--- config.mk ---
export PLATFORM = sky130hd
export DESIGN_NAME = msci_seg_out
export DESIGN_NICKNAME = d
export VERILOG_FILES = /design/src/rtl/msci_pkg.sv /design/src/rtl/msci_seg_out.sv
export VERILOG_INCLUDE_DIRS = /design/src /design/src/rtl
export SDC_FILE = /design/constraint.sdc
export NUM_CORES = 1
export LEC_CHECK = 0
export ABC_AREA = 1
export BUFFER_PORTS_ARGS = -buffer_cell sky130_fd_sc_hd__buf_2
export CAP_MARGIN = 20
export CORE_MARGIN = 5
export CORE_UTILIZATION = 45
export CTS_BUF_LIST = sky130_fd_sc_hd__clkbuf_16
export CTS_CLUSTER_DIAMETER = 50
export DETAILED_ROUTE_END_ITERATION = 16
export PLACE_DENSITY = 0.73
export SLEW_MARGIN = 40
export SYNTH_ARGS = -nofsm -noshare
export SYNTH_HDL_FRONTEND = slang
export SYNTH_SLANG_ARGS = --single-unit
--- constraint.sdc ---
create_clock -name i_clk -period 29.5 [get_ports i_clk]
set_input_delay 5.9 -clock i_clk [delete_from_list [all_inputs] [get_ports i_clk]]
set_output_delay 5.9 -clock i_clk [all_outputs]
set_load 0.01 [all_outputs]
--- src/rtl/marching_squares_cell_isoline_defines.svh ---
// Assertion macros for the isoline RTL, used by msci_seg_out.
`ifndef MARCHING_SQUARES_CELL_ISOLINE_DEFINES_SVH
`define MARCHING_SQUARES_CELL_ISOLINE_DEFINES_SVH

// same-cycle implication, disabled in reset
`define MSCI_ASSERT_IMPL(label, ante, cons) \
    label: assert property (@(posedge i_clk) disable iff (!i_rst_n) (ante) |-> (cons)) \
        else $error("msci assertion failed");

// next-cycle implication, disabled in reset
`define MSCI_ASSERT_NEXT(label, ante, cons) \
    label: assert property (@(posedge i_clk) disable iff (!i_rst_n) (ante) |=> (cons)) \
        else $error("msci assertion failed");

`endif

--- src/rtl/msci_pkg.sv ---
// Shared types, constants and tables for the isoline cell block.
`default_nettype none
package msci_pkg;
    localparam int FRAC_BITS     = 16;
    localparam int VALUE_BITS    = 32;
    localparam int IDX_BITS      = 12;
    localparam int COORD_BITS    = 29;
    localparam int FRAC_W        = FRAC_BITS + 1;
    localparam int DIV_STEPS     = FRAC_BITS + 1;
    localparam int DIV_PER_STAGE = 3;
    localparam int DIV_STAGES    = (DIV_STEPS + DIV_PER_STAGE - 1) / DIV_PER_STAGE;
    localparam int EDGE_LAT      = DIV_STAGES + 2;

    typedef enum logic [2:0] {
        E_TOP, E_RIGHT, E_BOTTOM, E_LEFT, E_NONE
    } t_edge;

    typedef enum logic [1:0] {
        FK_HALF, FK_ZERO, FK_ONE, FK_DIV
    } t_frac_kind;

    typedef struct packed {
        t_edge a0;
        t_edge a1;
        t_edge b0;
        t_edge b1;
    } t_seg_plan;

    typedef struct packed {
        logic [3:0]          cs;
        logic [IDX_BITS-1:0] col;
        logic [IDX_BITS-1:0] row;
    } t_cell_info;

    function automatic t_seg_plan seg_plan(input logic [3:0] cs);
        t_seg_plan p;
        p = '{E_NONE, E_NONE, E_NONE, E_NONE};
        case (cs)
            4'd1, 4'd14: p = '{E_TOP, E_LEFT, E_NONE, E_NONE};
            4'd2, 4'd13: p = '{E_TOP, E_RIGHT, E_NONE, E_NONE};
            4'd3, 4'd12: p = '{E_LEFT, E_RIGHT, E_NONE, E_NONE};
            4'd4, 4'd11: p = '{E_RIGHT, E_BOTTOM, E_NONE, E_NONE};
            4'd5:        p = '{E_TOP, E_LEFT, E_RIGHT, E_BOTTOM};
            4'd6, 4'd9:  p = '{E_TOP, E_BOTTOM, E_NONE, E_NONE};
            4'd7, 4'd8:  p = '{E_LEFT, E_BOTTOM, E_NONE, E_NONE};
            4'd10:       p = '{E_TOP, E_RIGHT, E_LEFT, E_BOTTOM};
            default:     p = '{E_NONE, E_NONE, E_NONE, E_NONE};
        endcase
        return p;
    endfunction
endpackage
`default_nettype wire

--- src/rtl/msci_seg_out.sv ---
// Segment assembly and output register, one or two beats per cell that has a segment.
`default_nettype none
`include "marching_squares_cell_isoline_defines.svh"
module msci_seg_out (
    input  wire logic                         i_clk,
    input  wire logic                         i_rst_n,
    input  wire logic                         i_valid,
    input  wire msci_pkg::t_cell_info         i_info,
    input  wire logic [msci_pkg::FRAC_W-1:0]  i_fr_top,
    input  wire logic [msci_pkg::FRAC_W-1:0]  i_fr_right,
    input  wire logic [msci_pkg::FRAC_W-1:0]  i_fr_bottom,
    input  wire logic [msci_pkg::FRAC_W-1:0]  i_fr_left,
    output logic                              o_en,
    output logic                              o_valid,
    input  wire logic                         i_tready,
    output logic [4*msci_pkg::COORD_BITS-1:0] o_seg,
    output logic                              o_last
);
    localparam int CB = msci_pkg::COORD_BITS;

    msci_pkg::t_seg_plan plan;
    logic load, can_take, last_now;
    logic r_ov, r_idx, r_two;
    logic [4*CB-1:0] r_seg0, r_seg1;
    logic [4*CB-1:0] n_seg0, n_seg1;

    function automatic logic [2*CB-1:0] point(input msci_pkg::t_edge e,
        input msci_pkg::t_cell_info c, input logic [msci_pkg::FRAC_W-1:0] ft,
        input logic [msci_pkg::FRAC_W-1:0] fr, input logic [msci_pkg::FRAC_W-1:0] fb,
        input logic [msci_pkg::FRAC_W-1:0] fl);
        logic [CB-1:0] bx, by, one, x, y;
        bx  = CB'({c.col, {msci_pkg::FRAC_BITS{1'b0}}});
        by  = CB'({c.row, {msci_pkg::FRAC_BITS{1'b0}}});
        one = CB'(1) << msci_pkg::FRAC_BITS;
        unique case (e)
            msci_pkg::E_TOP:    begin x = bx + CB'(ft); y = by; end
            msci_pkg::E_RIGHT:  begin x = bx + one; y = by + CB'(fr); end
            msci_pkg::E_BOTTOM: begin x = bx + CB'(fb); y = by + one; end
            default:            begin x = bx; y = by + CB'(fl); end
        endcase
        return {y, x};
    endfunction

    assign plan     = msci_pkg::seg_plan(i_info.cs);
    assign last_now = !r_two || r_idx;
    assign can_take = !r_ov || (i_tready && last_now);
    assign load     = can_take && i_valid && plan.a0 != msci_pkg::E_NONE;
    assign o_en     = can_take;

    assign n_seg0 = {point(plan.a1, i_info, i_fr_top, i_fr_right, i_fr_bottom, i_fr_left),
                     point(plan.a0, i_info, i_fr_top, i_fr_right, i_fr_bottom, i_fr_left)};
    assign n_seg1 = {point(plan.b1, i_info, i_fr_top, i_fr_right, i_fr_bottom, i_fr_left),
                     point(plan.b0, i_info, i_fr_top, i_fr_right, i_fr_bottom, i_fr_left)};

    always_ff @(posedge i_clk) begin
        if (!i_rst_n) begin
            r_ov  <= 1'b0;
            r_idx <= 1'b0;
        end else if (can_take) begin
            r_ov  <= load;
            r_idx <= 1'b0;
        end else if (i_tready) begin
            r_idx <= 1'b1;
        end
    end

    always_ff @(posedge i_clk) begin
        if (load) begin
            r_seg0 <= n_seg0;
            r_seg1 <= n_seg1;
            r_two  <= plan.b0 != msci_pkg::E_NONE;
        end
    end

    assign o_valid = r_ov;
    assign o_seg   = r_idx ? r_seg1 : r_seg0;
    assign o_last  = last_now;

    `MSCI_ASSERT_NEXT(a_second_follows, r_ov && !last_now && i_tready, r_ov && r_idx)
    `MSCI_ASSERT_NEXT(a_load_shows, load, r_ov && !r_idx)
    `MSCI_ASSERT_IMPL(a_idx_two, r_ov && r_idx, r_two)
endmodule
`default_nettype wire

# [Word level (Yosys, flattened, before mapping)]
# Memory sizes are Yosys's and may differ from the RTL's.
# Index checks and enable logic that the tools add are counted.
[word_totals] regBits=235 mem_count=1 wordCells=44 romBits=176 out_inout_bits=119 in_bits=100
[op_classes] n_reduce_logical=12 n_addsub=6 eq_ne=10 muxes=9 bitwise=1
[mem_list] memory="(no name shown)" words=16 word_bits=11 read_ports=1 rd_ports_with_merged_regs=0 wr=0 line_no="msci_pkg.sv:38" rtl="case (cs)"
[op_table] cell="29-bit one-hot mux with 3 select lines" count=8
[op_table] cell="28-bit by 17-bit adder with 29-bit output" count=4
[op_table] cell="116-bit 2-to-1 mux" count=1
[op_table] cell="28-bit by 17-bit adder with 29-bit output, second input constant" count=2
[op_table] cell="3-bit by 1-bit equality test with 1-bit output, second input constant" count=4
[op_table] cell="3-bit by 2-bit equality test with 1-bit output, second input constant" count=4
[op_table] cell="3-bit logical NOT" count=4
[op_table] cell="3-bit != test, second input constant" count=2
[op_table] cell="1-bit logical AND" count=3
[op_table] cell="1-bit logical NOT" count=2
[op_table] cell="1-bit logical OR" count=2
[op_table] cell="2-bit OR reduction" count=1
[op_table] cell="1-bit inverter" count=1

# [Longest topological paths before layout]
# Gate-level depths: netlist (run 1).
[logic_depth] depth_word=6 mapped_depth=12 depth_no_buf=11

# [Worst setup path before layout (run 1)]
# No wires, ideal clock.
[synth_timing] kind="input-to-reg" startpoint="input i_info[25] (netlist bit)" endpoint="register r_seg0[0] (enable)" path_buffers=0 cell_stages=7 setup_ns=0.830 arrival_ns=16.355 required_time_ns=28.670 slack_ns=12.315 cell_sequence="inv_1 -> ha_1 -> nand2_1 -> nand3_1 -> nand2_2 -> o21ai_0 -> nor2_1"
[synth_via] elab_chain_cells=3
[synth_lines] item="from (decl)" line_no="msci_seg_out.sv:8" rtl="input wire msci_pkg::t_cell_info i_info,"
[synth_lines] item="memory read 16 x 11 bit"
[synth_lines] item="3-bit != test" line_no="msci_seg_out.sv:47" rtl="assign load = can_take && i_valid && plan.a0 != msci_pkg::E_NONE;"
[synth_lines] item="1-bit logical AND" line_no="msci_seg_out.sv:47"
[synth_lines] item="named net load" line_no="msci_seg_out.sv:22" rtl="logic load, can_take, last_now;"
[synth_lines] item="to (signal assigned)" line_no="msci_seg_out.sv:69" rtl="r_seg0 <= n_seg0;"
[synth_lines] item="to (decl)" line_no="msci_seg_out.sv:24" rtl="logic [4*CB-1:0] r_seg0, r_seg1;"
# The timed path passes the listed nets, and every way through them passes these cells.
# A chain may end at the register's enable or synchronous reset.

# [Worst setup path in the final report (run 1)]
[layout_timing] startpoint="input i_tready" endpoint="output o_en"
[layout_via] elab_chain_cells=2
[layout_lines] item="from (decl)" line_no="msci_seg_out.sv:15" rtl="input wire logic i_tready,"
[layout_lines] item="1-bit logical AND" line_no="msci_seg_out.sv:46" rtl="assign can_take = !r_ov || (i_tready && last_now);"
[layout_lines] item="1-bit logical OR" line_no="msci_seg_out.sv:46"
[layout_lines] item="to (decl)" line_no="msci_seg_out.sv:13" rtl="output logic o_en,"
# No other way between the ends.

==> results.sh, run 1 <==
export IMPL_routed_wl_mm=41.2
export IMPL_worstMarginPinSlew_ps=933
export IMPL_ys_warnings_count=0
export IMPL_drtAntennaViolNets=0
export IMPL_cts_tree="yes"
export IMPL_drive_above_1_share=0.179
export IMPL_synth_seq_area_share=0.506
export IMPL_routedWlPerCell_um=18.4
export IMPL_r2r_slack_ps=25450
export IMPL_ys_top_cells_by_area="edfxtp_1 (50%), nand2_1 (20%), nand3_1 (4.1%)"
export IMPL_io_pins=219
export IMPL_synth_top_area_frac=0.503
export IMPL_ir_worst_vdd_mv=0.0447
export IMPL_synth_edf_count=233
export IMPL_p_leak_nw=7.12
export IMPL_critPathSlowestCell="buf_2"
export IMPL_hold_viol_final=0
export IMPL_fp_dieH_um=186
export IMPL_startpoint_type="input port"
export IMPL_yosysTopAreaCell="edfxtp_1"
export IMPL_fill_cells=2875
export IMPL_synth_seq_cells=235
export IMPL_cts_buffers=29
export IMPL_dieArea_mm2=0.0345
export IMPL_synth_main_ff_cell="edfxtp_1"
export IMPL_route_detailed_drc=0
export IMPL_fin_crit_sh=0.413
export IMPL_min_period_ps=12180
export IMPL_layout_nets=1938
export IMPL_critPathMaxFanout=3
export IMPL_firstDrtPassIters=5
export IMPL_syn_avg_cell_area_um2=8.38
export IMPL_critical_path_class="in2out"
export IMPL_holdCritPathClass="reg2reg"
export IMPL_final_setup_viol_count=0
export IMPL_fin_skew_ps=9.39
export IMPL_vias=12345
export IMPL_area_growth_pct=14.5
export IMPL_antenna_found_initial=4
export IMPL_maxCapViolCount=0
export IMPL_clkSlewWorstSetupHoldPaths_ps=50
export IMPL_crit_cells=4
export IMPL_cts_buffer_depth=3
export IMPL_grt_remaining_overflow=0
export IMPL_critPathMaxStageDelay_ps=140
export IMPL_maxSlewHeadroom=0.376
export IMPL_async_reset_ff_frac=0
export IMPL_yosysMostFrequentCell="nand2_1"
export IMPL_drtIter0Drc=1273
export IMPL_cts_root_buf="clkbuf_16"
export IMPL_synth_cell_area_mm2=0.0139
export IMPL_clk_insertion_delay_late_ps=570
export IMPL_post_dp_hpwl_mm=26.5
export IMPL_portBuffers=218
export IMPL_reg2regPathDepth=9
export IMPL_vias_per_cell=5.52
export IMPL_placed_cells=2184
export IMPL_status="finished clean"
export IMPL_min_path_cells=2
export IMPL_fin_area_mm2=0.0159
export IMPL_core_area_mm2=0.0306
export IMPL_post_cts_buffers=0
export IMPL_grt_pass1_wl_mm=62.2
export IMPL_syn_inst=1659
export IMPL_cpLargestDelayFamily="buffers and inverters"
export IMPL_grt_start_max_net_pins=82
export IMPL_syn_nets=1777
export IMPL_drv_slew=0
export IMPL_path_buf_inv=2
export IMPL_worst_ep_arrival_time_ps=6280
export IMPL_grt_total_usage=0.227
export IMPL_start_util=0.455
export IMPL_synth_common_cells="nand2_1 (726), edfxtp_1 (233), inv_1 (114), nand3_1 (114), o22ai_1 (87)"
export IMPL_powerDensity_mw_per_mm2=57.3
export IMPL_worstPathCellList="buf_2 -> nand2_1 -> nand2_1 -> buf_2"
export IMPL_cts_resized=0
export IMPL_fp_row_count=64
export IMPL_cts_num_sinks=235
export IMPL_setup_tns_ps=0
export IMPL_placed_cell_area_mm2=0.0150
export IMPL_rsz0062_at_grt="no"
export IMPL_holdBufCountCts=0
export IMPL_place_congestion=0.921
export IMPL_grt_pass1_vias=11762
export IMPL_fmax_ghz=0.0821
export IMPL_synth_cell_types=38
export IMPL_fp_dieW_um=186
export IMPL_fin_cells=2238
export IMPL_crit_path_end_kind="primary output"
export IMPL_htreeDepth=1
export IMPL_worstPathRequired_ps=23600
-- layer usage --
layer	global-route usage	up-vias	part of all wire
met3	0.0422	97	0.11
met2	0.366	666	0.47
met1	0.308	5683	0.40
li1	-	5893	-
met4	0.0839	6	0.031
met5	0	-	0.00092
-- worst register-to-register path, stage by stage, from the launching register on --
cell,delay [ps]
dfxtp_4,820
inv_4,480
buf_4,460
nand2_1,250
nand2_1,60
nand2_1,90
inv_1,80
nor2_4,110
buf_6,540
buf_6,710
-- where the power goes --
part	switching [mW]	leakage [nW]	internal (mW)
clock	0.141	0.430	0.187
combinational	0.117	4.38	0.0523
sequential	0.00798	2.31	0.407
total	0.265	7.12	0.647
-- through the flow --
step	utilization	setup slack (ps)	total power, mW	hold slack, ps
floorplan	-	12310	0.538	603
global placement	0.490	17310	0.583	544
detailed placement	0.491	17310	0.589	556
CTS	0.520	17310	0.916	565
global route	0.521	17300	0.951	596
finish	0.521	17320	0.912	553
-- cells by family after synthesis --
family	count (synthesis)	synth area share
adder cells (fa/ha/maj)	18	0.0162
XOR/XNOR	28	0.0176
flip-flops	235	0.506
buffers and inverters	225	0.0763
AO/OA/AOI/OAI	132	0.0656
AND/OR/NAND/NOR	1021	0.318
-- flip-flops by register name, summed over array words and instances, names as in the netlist --
| name | count |
|---|---|
| o_valid | 1 |
| r_idx | 1 |
| r_seg0 | 116 |
| r_seg1 | 116 |
| r_two | 1 |
-- layout make-up --
cell class              instances  area [um2]  share of cell area
well taps                     396         495              0.0311
clock buffers                  29         726              0.0456
multi-input cells            1199        5820               0.366
flip-flops and latches        235        7040               0.442
inverters                     130         510              0.0321
repair buffers                225        1170              0.0738
diodes                          1        2.50            0.000157
clock inverters                23         154             0.00966
-- worst paths after layout --
check                             from                   end
setup / recovery              i_tready                  o_en
hold reg to reg   o_valid$_SDFFE_PN0P_  o_valid$_SDFFE_PN0P_
setup reg to reg    r_idx$_SDFFE_PP0P_  r_seg0[28]$_DFFE_PP_
hold / removal    o_valid$_SDFFE_PN0P_  o_valid$_SDFFE_PN0P_
-- layout by cell type, fill, tap and decap left out, types with 2 or more instances in the layout --
master and n:
clkinv_1 14, nor2_8 2, buf_2 218, a21oi_1 2, nand3b_1 3, clkinv_2 3, o21ai_0 5, nand2_1 726
o21ai_1 2, inv_2 7, buf_4 3, clkinvlp_4 3, nand3_4 5, nor2_4 5, o22ai_2 10, xor2_1 28
nor3_1 3, nand4_1 65, inv_1 115, nand2_2 7, ha_1 18, nand3_1 113, buf_6 3, inv_4 6
nand2_4 7, nor2_2 7, edfxtp_1 233, o211ai_1 24, nand3_2 5, o22ai_1 87, clkbuf_16 29, nand2_8 2
nor2_1 71
No activity file was read; power rests on OpenSTA's default activity.
==> inputs of run 2 (changes only) <==
PLACE_DENSITY = 0.75   (was 0.73)
clock period = 10.4 ns   (was 29.5 ns; I/O delays follow)
==> run 2 against run 1 <==
Net effect: critical path depth is 7 higher; clock power grew to 3.0 times the previous value; largest cell class unchanged; critical endpoint is now r_seg1[24]$_DFFE_PP_; first-iteration DRC count is 26% higher; global-route usage is 0.22 points higher; clock-buffer cell count is 1 lower; sequential power grew to 2.8 times the previous value; wire length is 0.87% higher; worst setup slack worse by 12000 ps.
==> results.sh, run 2 (synthesis results as in run 1) <==
export IMPL_cts_num_sinks=235
export IMPL_fin_crit_sh=0.461
export IMPL_powerDensity_mw_per_mm2=165
export IMPL_holdCritPathClass="reg2reg"
export IMPL_drv_slew=0
export IMPL_min_path_cells=2
export IMPL_post_cts_buffers=0
export IMPL_layout_common_cells="nand2_1 (726), edfxtp_1 (233), buf_2 (218)"
export IMPL_cts_tree="yes"
export IMPL_fp_dieW_um=186
export IMPL_cts_buffers=28
export IMPL_vias_per_cell=5.63
export IMPL_p_leak_nw=7.17
export IMPL_worstPathRequired_ps=10790
export IMPL_worstMarginPinSlew_ps=800
export IMPL_drtAntennaViolNets=0
export IMPL_setup_tns_ps=0
export IMPL_drtIter0Drc=1601
export IMPL_crit_path_end_kind="flip-flop"
export IMPL_fin_area_mm2=0.0160
export IMPL_ir_worst_vdd_mv=0.144
export IMPL_min_from="o_valid$_SDFFE_PN0P_"
export IMPL_worstSetupStartpoint="i_info[25]"
export IMPL_firstDrtPassIters=5
export IMPL_grt_remaining_overflow=0
export IMPL_routedWlPerCell_um=18.5
export IMPL_final_setup_viol_count=0
export IMPL_maxCapViolCount=0
export IMPL_fin_skew_ps=18.5
export IMPL_fmax_ghz=0.208
export IMPL_post_dp_hpwl_mm=26.9
export IMPL_cts_buffer_depth=3
export IMPL_vias=12606
export IMPL_mostFrequentLayoutCell="nand2_1"
export IMPL_grt_util_met2=0.364
export IMPL_grt_pass1_wl_mm=63.1
export IMPL_fin_hold_ws_ps=565
export IMPL_maxSlewHeadroom=0.467
export IMPL_place_congestion=0.898
export IMPL_startpoint_type="input port"
export IMPL_fp_row_count=64
export IMPL_worst_ep_arrival_time_ps=5180
export IMPL_status="finished clean"
export IMPL_drive_above_1_share=0.180
export IMPL_cts_resized=0
export IMPL_grt_util_met3=0.0436
export IMPL_io_pins=219
export IMPL_r2r_start="r_idx$_SDFFE_PP0P_"
export IMPL_dieArea_mm2=0.0345
export IMPL_critPathMaxFanout=28
export IMPL_route_detailed_drc=0
export IMPL_start_util=0.455
export IMPL_core_area_mm2=0.0306
export IMPL_busiest_layer="met2"
export IMPL_fin_cells=2240
export IMPL_grt_total_usage=0.229
export IMPL_hold_viol_final=0
export IMPL_holdBufCountCts=0
export IMPL_routed_wl_mm=41.5
export IMPL_use_met1=0.319
export IMPL_rsz0062_at_grt="no"
export IMPL_fp_dieH_um=186
export IMPL_area_growth_pct=15.3
export IMPL_critical_path_class="in2reg"
export IMPL_htreeDepth=1
export IMPL_reg_top3="r_seg0 (116), r_seg1 (116)"
export IMPL_cts_root_buf="clkbuf_16"
export IMPL_placed_cells=2185
export IMPL_grt_start_max_net_pins=129
export IMPL_clk_insertion_delay_late_ps=550
export IMPL_min_period_ps=4800
export IMPL_layout_nets=1938
export IMPL_antenna_found_initial=4
export IMPL_clkSlewWorstSetupHoldPaths_ps=60
export IMPL_portBuffers=218
export IMPL_grt_pass1_vias=11701
export IMPL_reg2regPathDepth=8
export IMPL_placed_cell_area_mm2=0.0151
==> run 2: worst paths after layout <==
path                          endpoint  slack, ps
setup / recovery  r_seg1[24]$_DFFE_PP_       5600
hold / removal    o_valid$_SDFFE_PN0P_        570
setup reg to reg  r_seg0[18]$_DFFE_PP_       7000
hold reg to reg   o_valid$_SDFFE_PN0P_        570
==> run 2: final cells by class <==
type                            instances  area [um2]
Antenna cell                            2        5.00
Clock buffer                           28         701
Inverter                              130         509
Clock inverter                         24         244
Fill cell                            2813       14500
Sequential cell                       235        7040
Tap cell                              396         495
Timing Repair Buffer                  226        1220
Multi-Input combinational cell       1199        5820
==> run 2: stage by stage <==
stage	total power, mW	setup WS [ps]	util
after detailed placement	1.67	5050	0.492
final	2.65	5600	0.524
after global placement	1.66	5120	0.491
after global routing	2.76	5360	0.524
after CTS	2.66	5630	0.523
after floorplan	1.51	970	-
==> run 2: where the power goes <==
part,total [mW],internal [mW],switching [mW]
logic,0.487,0.151,0.335
registers,1.18,1.16,0.0225
clock network,0.989,0.592,0.397
==> run 2: critical path: stages <==
cell and delay [ps]:
buf_2 140, inv_1 170, ha_1 180, inv_1 80, nor2_8 470, inv_4 260
nand2_8 300, nand3_2 560, inv_2 690, nand2_1 130, o211ai_1 110
==> run 2: routing by layer <==
metal  share of wire  up-vias
met5         0.00051        -
met4           0.030        4
met3            0.12       95
met2            0.45      795
met1            0.39     5811
li1                -     5901
